--- src/design/lr3_pkg.sv ---
`default_nettype none
// ----------------------------------------------------------------------------
// lr3_pkg
// Shared types and constants for the 3D line rasterizer.
// ----------------------------------------------------------------------------
package lr3_pkg;

   localparam int AXES    = 3;
   localparam int AXIS_W  = 2;
   localparam int LEVEL_W = 8;

   localparam logic [AXIS_W-1:0] AXIS_X = 2'd0;
   localparam logic [AXIS_W-1:0] AXIS_Z = 2'd2;

   typedef enum logic [2:0] {
      ST_IDLE,
      ST_SETUP,
      ST_LOAD,
      ST_DIVIDE,
      ST_EMIT
   } lr3_state_type;

endpackage
`default_nettype wire

--- src/design/line_raster_3d.sv ---
`default_nettype none
// ----------------------------------------------------------------------------
// line_raster_3d
// Rasterizes a straight 3D line between two voxel endpoints into a stream
// of points, each carrying the line color.
// ----------------------------------------------------------------------------
// One request transaction holds a start point, an end point and a color. The
// block answers with longest+1 response transactions, where longest is the
// largest axis delta; the last one is the end point and has tlast set. Each
// interpolated coordinate comes out of one shared restoring divider that
// handles one axis at a time and produces one quotient bit per cycle. For each
// point it loads and divides for x, y and z in turn and then emits the point.
// The block takes no new request until the last point sits in the output
// register, which may still wait for the consumer while the next request is
// accepted.
module line_raster_3d #(
   parameter int GRID_SIZE = 4,
   localparam int CW    = $clog2(GRID_SIZE),
   localparam int REQ_W = ((6 * CW + 3 * lr3_pkg::LEVEL_W + 7) / 8) * 8,
   localparam int RSP_W = ((3 * CW + 3 * lr3_pkg::LEVEL_W + 7) / 8) * 8
) (
   input  wire logic             clock,
   input  wire logic             reset,
   input  wire logic             req_tvalid,
   output logic                  req_tready,
   // Fields from bit 0: start_x, start_y, start_z, end_x, end_y, end_z,
   // red_level, green_level, blue_level.
   input  wire logic [REQ_W-1:0] req_tdata,
   output logic                  rsp_tvalid,
   input  wire logic             rsp_tready,
   // Fields from bit 0: point_x, point_y, point_z, out_red, out_green, out_blue.
   output logic [RSP_W-1:0]      rsp_tdata,
   output logic                  rsp_tlast
);
   import lr3_pkg::*;

   localparam int QW    = CW + 1;
   localparam int NW    = 2 * CW + 1;
   localparam int CNT_W = $clog2(QW);
   localparam logic [CW-1:0]    LIMIT   = CW'(GRID_SIZE - 1);
   localparam logic [CNT_W-1:0] CNT_END = CNT_W'(QW - 1);

   function automatic logic [CW-1:0] clamp(input logic [CW-1:0] v);
      clamp = (v > LIMIT) ? LIMIT : v;
   endfunction

   lr3_state_type state_ff, state_in;

   logic [CW-1:0]      start_ff [AXES];
   logic [CW-1:0]      end_ff   [AXES];
   logic [CW-1:0]      pt_ff    [AXES];
   logic [CW-1:0]      start_in [AXES];
   logic [CW-1:0]      end_in   [AXES];
   logic [CW-1:0]      pt_in    [AXES];
   logic [LEVEL_W-1:0] red_ff, green_ff, blue_ff, red_in, green_in, blue_in;
   logic [CW-1:0]      longest_ff, longest_in;
   logic [CW-1:0]      step_ff, step_in;
   logic [AXIS_W-1:0]  axis_ff, axis_in;
   logic               final_ff, final_in;
   logic [CW-1:0]      rem_ff, rem_in;
   logic [QW-1:0]      num_ff, num_in;
   logic [QW-1:0]      quo_ff, quo_in;
   logic [CNT_W-1:0]   cnt_ff, cnt_in;

   logic               rsp_valid_ff, rsp_valid_in;
   logic               rsp_last_ff, rsp_last_in;
   logic [CW-1:0]      out_pt_ff [AXES];
   logic [CW-1:0]      out_pt_in [AXES];
   logic [LEVEL_W-1:0] out_red_ff, out_green_ff, out_blue_ff;
   logic [LEVEL_W-1:0] out_red_in, out_green_in, out_blue_in;

   logic [CW-1:0]      delta [AXES];
   logic [CW-1:0]      longest_calc;
   logic [CW-1:0]      ax_a, ax_b, ax_lo, ax_d, ax_mul;
   logic [2*CW-1:0]    product;
   logic [NW-1:0]      numer;
   logic [CW:0]        trial;
   logic               take;
   logic [QW-1:0]      quo_next;
   logic [CW:0]        coord_sum;
   logic [CW-1:0]      step_next;
   logic               out_free;

   always_comb begin
      for (int k = 0; k < AXES; k++) begin
         delta[k] = (start_ff[k] < end_ff[k]) ? end_ff[k] - start_ff[k]
                                              : start_ff[k] - end_ff[k];
      end
      longest_calc = delta[0];
      if (delta[1] > longest_calc) begin
         longest_calc = delta[1];
      end
      if (delta[2] > longest_calc) begin
         longest_calc = delta[2];
      end
   end

   // Per-axis operands for the shared divider.
   always_comb begin
      ax_a    = start_ff[axis_ff];
      ax_b    = end_ff[axis_ff];
      ax_lo   = (ax_a < ax_b) ? ax_a : ax_b;
      ax_d    = (ax_a < ax_b) ? ax_b - ax_a : ax_a - ax_b;
      ax_mul  = (ax_a > ax_b) ? longest_ff - step_ff : step_ff;
      product = {{CW{1'b0}}, ax_mul} * {{CW{1'b0}}, ax_d};
      numer   = {product, 1'b0};
      trial   = {rem_ff, num_ff[QW-1]};
      take    = trial >= {1'b0, longest_ff};
      quo_next = {quo_ff[QW-2:0], take};
      coord_sum = {1'b0, ax_lo} + {1'b0, quo_next[QW-1:1]} + {{CW{1'b0}}, quo_next[0]};
      step_next = step_ff + 1'b1;
      out_free  = !rsp_valid_ff || rsp_tready;
   end

   always_comb begin
      state_in   = state_ff;
      start_in   = start_ff;
      end_in     = end_ff;
      pt_in      = pt_ff;
      red_in     = red_ff;
      green_in   = green_ff;
      blue_in    = blue_ff;
      longest_in = longest_ff;
      step_in    = step_ff;
      axis_in    = axis_ff;
      final_in   = final_ff;
      rem_in     = rem_ff;
      num_in     = num_ff;
      quo_in     = quo_ff;
      cnt_in     = cnt_ff;
      rsp_valid_in = rsp_valid_ff && !rsp_tready;
      rsp_last_in  = rsp_last_ff;
      out_pt_in    = out_pt_ff;
      out_red_in   = out_red_ff;
      out_green_in = out_green_ff;
      out_blue_in  = out_blue_ff;
      req_tready   = 1'b0;

      unique case (state_ff)
         ST_IDLE: begin
            req_tready = 1'b1;
            if (req_tvalid) begin
               for (int k = 0; k < AXES; k++) begin
                  start_in[k] = clamp(req_tdata[k*CW +: CW]);
                  end_in[k]   = clamp(req_tdata[(k+AXES)*CW +: CW]);
               end
               red_in   = req_tdata[6*CW +: LEVEL_W];
               green_in = req_tdata[6*CW+LEVEL_W +: LEVEL_W];
               blue_in  = req_tdata[6*CW+2*LEVEL_W +: LEVEL_W];
               state_in = ST_SETUP;
            end
         end
         ST_SETUP: begin
            longest_in = longest_calc;
            step_in    = '0;
            axis_in    = AXIS_X;
            if (longest_calc == '0) begin
               final_in = 1'b1;
               state_in = ST_EMIT;
            end else begin
               final_in = 1'b0;
               state_in = ST_LOAD;
            end
         end
         ST_LOAD: begin
            rem_in   = numer[NW-1:QW];
            num_in   = numer[QW-1:0];
            quo_in   = '0;
            cnt_in   = '0;
            state_in = ST_DIVIDE;
         end
         ST_DIVIDE: begin
            rem_in = take ? CW'(trial - {1'b0, longest_ff}) : trial[CW-1:0];
            num_in = {num_ff[QW-2:0], 1'b0};
            quo_in = quo_next;
            cnt_in = cnt_ff + 1'b1;
            if (cnt_ff == CNT_END) begin
               pt_in[axis_ff] = coord_sum[CW-1:0];
               if (axis_ff == AXIS_Z) begin
                  state_in = ST_EMIT;
               end else begin
                  axis_in  = axis_ff + 1'b1;
                  state_in = ST_LOAD;
               end
            end
         end
         ST_EMIT: begin
            if (out_free) begin
               rsp_valid_in = 1'b1;
               rsp_last_in  = final_ff;
               out_pt_in    = final_ff ? end_ff : pt_ff;
               out_red_in   = red_ff;
               out_green_in = green_ff;
               out_blue_in  = blue_ff;
               if (final_ff) begin
                  state_in = ST_IDLE;
               end else if (step_next == longest_ff) begin
                  final_in = 1'b1;
               end else begin
                  step_in  = step_next;
                  axis_in  = AXIS_X;
                  state_in = ST_LOAD;
               end
            end
         end
         default: begin
            state_in = ST_IDLE;
         end
      endcase
   end

   always_ff @(posedge clock) begin
      if (reset) begin
         state_ff     <= ST_IDLE;
         rsp_valid_ff <= 1'b0;
      end else begin
         state_ff     <= state_in;
         rsp_valid_ff <= rsp_valid_in;
      end
   end

   always_ff @(posedge clock) begin
      start_ff     <= start_in;
      end_ff       <= end_in;
      pt_ff        <= pt_in;
      red_ff       <= red_in;
      green_ff     <= green_in;
      blue_ff      <= blue_in;
      longest_ff   <= longest_in;
      step_ff      <= step_in;
      axis_ff      <= axis_in;
      final_ff     <= final_in;
      rem_ff       <= rem_in;
      num_ff       <= num_in;
      quo_ff       <= quo_in;
      cnt_ff       <= cnt_in;
      rsp_last_ff  <= rsp_last_in;
      out_pt_ff    <= out_pt_in;
      out_red_ff   <= out_red_in;
      out_green_ff <= out_green_in;
      out_blue_ff  <= out_blue_in;
   end

   always_comb begin
      rsp_tdata = '0;
      for (int k = 0; k < AXES; k++) begin
         rsp_tdata[k*CW +: CW] = out_pt_ff[k];
      end
      rsp_tdata[3*CW +: LEVEL_W]             = out_red_ff;
      rsp_tdata[3*CW+LEVEL_W +: LEVEL_W]     = out_green_ff;
      rsp_tdata[3*CW+2*LEVEL_W +: LEVEL_W]   = out_blue_ff;
   end

   assign rsp_tvalid = rsp_valid_ff;
   assign rsp_tlast  = rsp_last_ff;

endmodule
`default_nettype wire

--- config.mk ---
export PLATFORM = sky130hd
export DESIGN_NAME = line_raster_3d
export DESIGN_NICKNAME = d
export VERILOG_FILES = /design/src/design/lr3_pkg.sv /design/src/design/line_raster_3d.sv
export SDC_FILE = /design/constraint.sdc
export NUM_CORES = 1
export LEC_CHECK = 0
export ABC_AREA = 1
export BUFFER_PORTS_ARGS = -buffer_cell sky130_fd_sc_hd__buf_4
export CORE_ASPECT_RATIO = 2
export CORE_UTILIZATION = 47
export DETAILED_ROUTE_END_ITERATION = 8
export GPL_TIMING_DRIVEN = 0
export PLACE_DENSITY = 0.73
export REMOVE_ABC_BUFFERS = 1
export SYNTH_ARGS = -nofsm -noshare
export SYNTH_HDL_FRONTEND = slang
export SYNTH_SLANG_ARGS = --single-unit
--- constraint.sdc ---
create_clock -name clock -period 3.47 [get_ports clock]
set_input_delay 0.347 -clock clock [delete_from_list [all_inputs] [get_ports clock]]
set_output_delay 0.347 -clock clock [all_outputs]
set_load 0.05 [all_outputs]
==> run metrics, run 1 <==
Synth warnings 0; leading post-synthesis cells by cell area sky130_fd_sc_hd__edfxtp_1, sky130_fd_sc_hd__ha_1, sky130_fd_sc_hd__nand2_1; final estimated routing congestion in global placement between 0.8 and 0.9; number of instances in the synthesized netlist approximately 320; clock period minus final worst setup slack about 3100 ps; summed instance area of the synthesized netlist 4130 um^2; count of max-cap constraint violations 0; per-cell via count in the routed design a little under 5; DR pass1 iterations 4; capturing element type of the critical path flip-flop; average instance area after synthesis 12.8 um^2; unrepaired setup endpoints after global routing no; CTS H-tree depth 3; routed vias about 2500; P per Cell Area 774 nW/um^2; quantity of I/O buffers inserted on ports 72; FP Rows 48; worst ir drop on vdd 0.619 mV; Pwr Total 3.93 mW; Iteration-0 DRC Markers roughly 160; number of flops mapped to enable cells by yosys just under 90; worst hold margin ~170 ps; Rel. slew slack 0.352; area taken by multi-input logic gates about 1200 um^2; maximum operating frequency 318 MHz; part of the cycle the worst path needs 0.906; GRT Overall Usage 0.179; most instantiated flip-flop cell in the synthesis netlist sky130_fd_sc_hd__edfxtp_1; Synth async-reset ratio 0; antenna violations before repair 0; count of pins on the block boundary a little under 80; Clk Latency, worst-skew pair ~340 ps; Post-Place Cells 492; initial core utilization 0.481; grt total ovfl 0; area added between synthesis and finish 23.2%; Synth cell types 37; end of the worst hold path green_ff[7]$_DFFE_PP_; Worst R2R Path Depth 19; filler-free cell count of the finished design approximately 510; post-synthesis cell type with the largest combined area sky130_fd_sc_hd__edfxtp_1; Required @ worst endpoint 3760 ps; placed wire-length estimate about 5700 um; final design utilization 0.592; filler cell count in the final layout 680; critical path launch point type flip-flop; number of buffers created by CTS 9; worst setup skew after layout approximately 11 ps; data arrival time of the critical path roughly 3400 ps; CTS tree yes; overall die height between 100 and 150 um; Nets 480; global-route wire length before repair approximately 11000 um; worst reg2reg endpoint state_ff[1]$_SDFFE_PP0P_; library cell used as clock root buffer sky130_fd_sc_hd__clkbuf_16; count of hold buffers inserted by post-cts repair 0; classification of the worst-slack hold path input port to flip-flop; Hold Vio Cnt, Final 0; post-placement worst setup slack roughly 340 ps; placed cell area 4790 um^2; summed area of non-filler cells in the final layout 5080 um^2; Setup-failing EPs final 0; number of gates given a new drive strength after cts 0; synthesized flop and latch total 92; DR DRC count 0; post-synthesis sequential area ratio 0.660; Std-Cell Core Area ~8600 um^2; setup total negative slack 0 ps; Die Area just over 9000 um^2; share of cells above drive strength 1 0.268; Leak roughly 2.2 nW; Max Root-Sink Buffers 2; hold_sp req_tdata[27]; status finished clean; FF-to-FF Start start_ff[4]$_DFFE_PP_; vias in the first global route 2457; Min-Delay Path Depth 1; postcts setup bufs 0; final worst setup slack about 330 ps; worst setup path category flip-flop to flip-flop; Slew @ Worst Pin 970 ps; Die Width slightly below 70 um; area fraction of the dominant cell type after synthesis 0.640; Final ANT Viol Nets 0; Final Routed Wirelength ~7400 um; footprint of the flip-flops and latches ~2700 um^2; Slew Viols, Final 0; ANT cells 0; clock net sink count 92; largest fanout on the critical path 3; clock-pin slew reported for the worst setup and hold paths after clock tree synthesis around 70 ps; maximum number of pins on one net before global-route repair 37; routed len/inst around 15 um; minimum setup slack among reg-to-reg paths 330 ps
cells by family after synthesis:
group | share of synthesized area
adder cells (fa/ha/maj) | 0.109
buffers and inverters | 0.0564
flip-flops | 0.660
multiplexers | 0.00243
XOR/XNOR | 0.0191
AND/OR/NAND/NOR | 0.0946
other | 0.000908
AO/OA/AOI/OAI | 0.0579
synth_stat cells (2+ instances only):
cell	n
sky130_fd_sc_hd__edfxtp_1	88
sky130_fd_sc_hd__nand2_1	47
sky130_fd_sc_hd__inv_1	46
sky130_fd_sc_hd__ha_1	28
sky130_fd_sc_hd__nor2_1	25
sky130_fd_sc_hd__o21ai_0	12
sky130_fd_sc_hd__a21oi_1	8
sky130_fd_sc_hd__inv_2	7
sky130_fd_sc_hd__o21a_1	6
sky130_fd_sc_hd__fa_1	5
sky130_fd_sc_hd__o21ai_1	5
sky130_fd_sc_hd__xor2_1	5
sky130_fd_sc_hd__dfxtp_1	4
sky130_fd_sc_hd__nand3_1	4
sky130_fd_sc_hd__xnor2_1	4
sky130_fd_sc_hd__a21oi_2	3
sky130_fd_sc_hd__nand2_2	3
sky130_fd_sc_hd__buf_4	2
sky130_fd_sc_hd__nand4_1	2
sky130_fd_sc_hd__o22ai_1	2
cell usage in the layout (no fill, tap or decap), types with 6 or more instances in the layout:
master,count
sky130_fd_sc_hd__a21oi_1,8
sky130_fd_sc_hd__buf_4,72
sky130_fd_sc_hd__o21ai_0,12
sky130_fd_sc_hd__inv_2,7
sky130_fd_sc_hd__inv_1,46
sky130_fd_sc_hd__nand2_1,47
sky130_fd_sc_hd__clkbuf_16,9
sky130_fd_sc_hd__o21a_1,6
sky130_fd_sc_hd__edfxtp_1,88
sky130_fd_sc_hd__nor2_1,23
sky130_fd_sc_hd__ha_1,28
worst max path at each step:
| stage | startpoint | end | slack [ps] | cells past startpoint |
|---|---|---|---|---|
| 2_1_floorplan | end_ff[2]$_DFFE_PP_ | final_ff$_DFFE_PP_ | 630 | 14 |
| 6_report | start_ff[4]$_DFFE_PP_ | state_ff[1]$_SDFFE_PP0P_ | 330 | 19 |
| 4_1_cts | start_ff[4]$_DFFE_PP_ | state_ff[1]$_SDFFE_PP0P_ | 320 | 19 |
| 3_3_place_gp | state_ff[0]$_SDFFE_PP0P_ | end_ff[0]$_DFFE_PP_ | 360 | 3 |
| 3_5_place_dp | start_ff[4]$_DFFE_PP_ | state_ff[1]$_SDFFE_PP0P_ | 340 | 19 |
| 5_1_grt | start_ff[4]$_DFFE_PP_ | state_ff[1]$_SDFFE_PP0P_ | 90 | 19 |
registers in the layout, summed over array words and instances, names as in the netlist:
name	count
num_ff	2
rem_ff	2
blue_ff	8
quo_ff	2
pt_ff	6
final_ff	1
out_green_ff	8
start_ff	6
cnt_ff	2
axis_ff	2
longest_ff	2
rsp_tdata	6
step_ff	2
out_red_ff	8
out_blue_ff	8
end_ff	6
rsp_tlast	1
state_ff	3
red_ff	8
green_ff	8
rsp_tvalid	1
layout make-up:
| class | count | area share |
|---|---|---|
| Inverter | 55 | 0.0411 |
| Timing Repair Buffer | 72 | 0.106 |
| Tap cell | 100 | 0.0246 |
| Clock inverter | 6 | 0.0140 |
| Clock buffer | 9 | 0.0443 |
| Multi-Input combinational cell | 173 | 0.234 |
| Sequential cell | 92 | 0.535 |
worst max-delay path, stage by stage, from the launching register on:
cell	delay [ps]
sky130_fd_sc_hd__edfxtp_1	400
sky130_fd_sc_hd__inv_1	110
sky130_fd_sc_hd__ha_1	150
sky130_fd_sc_hd__inv_1	40
sky130_fd_sc_hd__fa_1	430
sky130_fd_sc_hd__mux2i_1	200
sky130_fd_sc_hd__ha_1	270
sky130_fd_sc_hd__o21ai_1	180
sky130_fd_sc_hd__nand3_1	110
sky130_fd_sc_hd__nand2_1	80
sky130_fd_sc_hd__inv_1	40
sky130_fd_sc_hd__ha_1	260
sky130_fd_sc_hd__clkinv_1	70
sky130_fd_sc_hd__o21ai_0	150
sky130_fd_sc_hd__nand3_1	160
sky130_fd_sc_hd__nand3_1	120
sky130_fd_sc_hd__nand2_1	60
sky130_fd_sc_hd__nand2_1	80
sky130_fd_sc_hd__nand2_1	60
sky130_fd_sc_hd__a21oi_2	110
layer usage:
metal  track usage  vias up  part of all wire
met2         0.324       99              0.56
met5             0        -                 0
met4         0.113        0             0.044
li1              -     1238                 -
met1         0.171     1164              0.33
met3        0.0397       20             0.060
power by group:
part	switching, mW	internal, mW
clock network	0.407	0.560
logic	0.868	0.481
registers	0.0964	1.52
total	1.37	2.56
Note: power is estimated with default switching activity, not from simulation.
==> run 2, diff against run 1 <==
--- a/config.mk
+++ b/config.mk
@@ -6,12 +6,12 @@
 export NUM_CORES = 1
 export LEC_CHECK = 0
 export ABC_AREA = 1
-export BUFFER_PORTS_ARGS = -buffer_cell sky130_fd_sc_hd__buf_4
+export BUFFER_PORTS_ARGS = -buffer_cell sky130_fd_sc_hd__buf_2
 export CORE_ASPECT_RATIO = 2
 export CORE_UTILIZATION = 47
 export DETAILED_ROUTE_END_ITERATION = 8
 export GPL_TIMING_DRIVEN = 0
-export PLACE_DENSITY = 0.73
+export PLACE_DENSITY = 0.78
 export REMOVE_ABC_BUFFERS = 1
 export SYNTH_ARGS = -nofsm -noshare
 export SYNTH_HDL_FRONTEND = slang
==> run metrics, run 2 (same netlist as run 1, synthesis figures left out) <==
filler-free cell count of the finished design 511 (+0.79%); capturing element type of the critical path flip-flop; Setup-failing EPs final 0 (unchanged); count of max-cap constraint violations 0 (unchanged); routed vias 2606 (+3.4%); P per Cell Area 813 nW/um^2 (+5.1%); worst ir drop on vdd 0.461 mV (-26%); DR DRC count 0 (unchanged); classification of the worst-slack hold path input port to flip-flop; P_sw 1.42 mW (+3.2%); Clk Latency, worst-skew pair 340 ps (about the same); part of the power in combinational logic 0.355 (+0.012); Slew Viols, Final 0 (unchanged); global-route wire length before repair 11600 um (+0.84%); ANT cells 0 (unchanged); critical path launch point type flip-flop; worst-path cell with the longest stage delay sky130_fd_sc_hd__edfxtp_1; vias in the first global route 2633 (+7.2%); routed len/inst 15.0 um (+2.1%); DR pass1 iterations 5 (+1); grt total ovfl 0 (unchanged); part of the cycle the worst path needs 0.931 (+0.0250); antenna violations before repair 0 (unchanged); Crit path top cell by count sky130_fd_sc_hd__nand2_1; count of buffer and inverter cells on the critical path 3 (-1); Max Root-Sink Buffers 2 (unchanged); most used cells in the layout excluding fill and tap cells sky130_fd_sc_hd__edfxtp_1, sky130_fd_sc_hd__buf_2, sky130_fd_sc_hd__nand2_1; proportion of total power due to net switching 0.352 (+0.00365); placed wire-length estimate 5880 um (+2.7%); clock net sink count 92 (unchanged); Die Area 9180 um^2 (unchanged); share of cells above drive strength 1 0.280 (+0.0120); count of hold buffers inserted by post-cts repair 0 (unchanged); number of buffers created by CTS 9 (unchanged); Slew @ Worst Pin 993 ps (+22.6 ps); area taken by multi-input logic gates 1190 um^2 (+0.21%); GRT Overall Usage 0.179 (-0.000542); largest fanout on the critical path 3 (unchanged); count of pins on the block boundary 79 (unchanged); largest delay contributor family on the critical path adder cells; internal power 2.60 mW (+1.6%); worst setup skew after layout 8.15 ps (-2.89 ps); initial core utilization 0.481 (unchanged); per-cell via count in the routed design 5.10 (+2.6%); library cell used as clock root buffer sky130_fd_sc_hd__clkbuf_16; Final ANT Viol Nets 0 (unchanged); maximum operating frequency 310 MHz (-2.7%); clock-pin slew reported for the worst setup and hold paths after clock tree synthesis 70 ps (about the same); footprint of the flip-flops and latches 2720 um^2 (unchanged); clock period minus final worst setup slack 3230 ps (+86.9 ps); share of total power in the clock network 0.241 (-0.005); sequential share of power 0.404 (-0.007); final worst setup slack 241 ps (-86.9 ps); FP Rows 48 (unchanged); Required @ worst endpoint 3750 ps (about the same); Iteration-0 DRC Markers 289 (+78%); overall die height 135 um (unchanged); most common cell after layout, fill and taps aside sky130_fd_sc_hd__edfxtp_1; status finished clean; CTS H-tree depth 3 (unchanged); quantity of I/O buffers inserted on ports 72 (unchanged); worst setup path category flip-flop to flip-flop; Nets 483 (+0.63%); Rel. slew slack 0.337 (-0.0151); Die Width 68.3 um (unchanged); area added between synthesis and finish 19.7%; CTS tree yes; post-placement worst setup slack 216 ps (-129 ps); Leak 2.16 nW (-2.0%); Post-Place Cells 493 (+0.20%); maximum number of pins on one net before global-route repair 37 (unchanged); largest stage delay on the critical path 450 ps (+20 ps); filler cell count in the final layout 692 (+1.8%); final design utilization 0.575 (-0.0166); Final Routed Wirelength 7660 um (+2.9%); final estimated routing congestion in global placement 0.883 (+5.3%); Hold Vio Cnt, Final 0 (unchanged); Std-Cell Core Area 8590 um^2 (unchanged); data arrival time of the critical path 3510 ps (+80 ps); chain of cells forming the critical path inv_1, ha_1, fa_1, o21a_1, ha_1, o21ai_2, nand3_1, nand2_1, inv_1, ha_1, clkinv_1, o21ai_1, nand3_1, nand3_1, nand2_1, nand2_1, nand2_1, a21oi_2
## run 2: power by group through the flow
stage | logic [mW] | registers, mW | clock network [mW]
global placement | 1.23 | 1.64 | 0
finish | 1.43 | 1.62 | 0.968
CTS | 1.36 | 1.62 | 0.984
floorplan | 0.964 | 1.66 | 0
detailed placement | 1.34 | 1.65 | 0
global route | 1.61 | 1.64 | 1.03
## run 2: metal layers
metal / wire, um / GRT usage / part of all wire
met5: 0 / 0 / 0
met1: 2420 / 0.154 / 0.32
met4: 455 / 0.132 / 0.059
met3: 379 / 0.0448 / 0.049
met2: 4410 / 0.327 / 0.58
## run 2: cell type report
cell class,instances,area share
tap,100,0.0253
sequential,92,0.551
clock buffer,10,0.0463
timing repair buffer,75,0.0790
clock inverter,6,0.0147
inverter,55,0.0423
multi-input combinational,173,0.242
## run 2: worst register-to-register path, cell delays in order, from the launching register on
cell and delay [ps]:
sky130_fd_sc_hd__edfxtp_1 450, sky130_fd_sc_hd__inv_1 100, sky130_fd_sc_hd__ha_1 190, sky130_fd_sc_hd__fa_1 450, sky130_fd_sc_hd__o21a_1 220, sky130_fd_sc_hd__ha_1 300
sky130_fd_sc_hd__o21ai_2 160, sky130_fd_sc_hd__nand3_1 110, sky130_fd_sc_hd__nand2_1 90, sky130_fd_sc_hd__inv_1 50, sky130_fd_sc_hd__ha_1 270, sky130_fd_sc_hd__clkinv_1 70
sky130_fd_sc_hd__o21ai_1 140, sky130_fd_sc_hd__nand3_1 140, sky130_fd_sc_hd__nand3_1 140, sky130_fd_sc_hd__nand2_1 60, sky130_fd_sc_hd__nand2_1 70, sky130_fd_sc_hd__nand2_1 60
sky130_fd_sc_hd__a21oi_2 100
## run 2: metrics by stage
stage	instance area (um^2)	hold slack (ps)	setup TNS, ps	total power [mW]
finish	4940	180	0	4.02
global placement	4590	402	0	2.87
floorplan	4110	400	0	2.62
global route	4940	173	-74.1	4.28
CTS	4920	172	0	3.97
detailed placement	4620	405	0	2.99
## run 2: final timing paths
path	startpoint	end	slack, ps	depth (start not counted)
hold / removal	req_tdata[20]	green_ff[0]$_DFFE_PP_	180	1
hold reg to reg	blue_ff[3]$_DFFE_PP_	out_blue_ff[3]$_DFFE_PP_	420	0
setup / recovery	start_ff[2]$_DFFE_PP_	state_ff[1]$_SDFFE_PP0P_	240	18
setup reg to reg	start_ff[2]$_DFFE_PP_	state_ff[1]$_SDFFE_PP0P_	240	18
## run 2: repair_timing
action | CTS | global route
resized for setup | 0 | 4
endpoints found under the setup margin | 0 | 3
setup buffers | 0 | 2
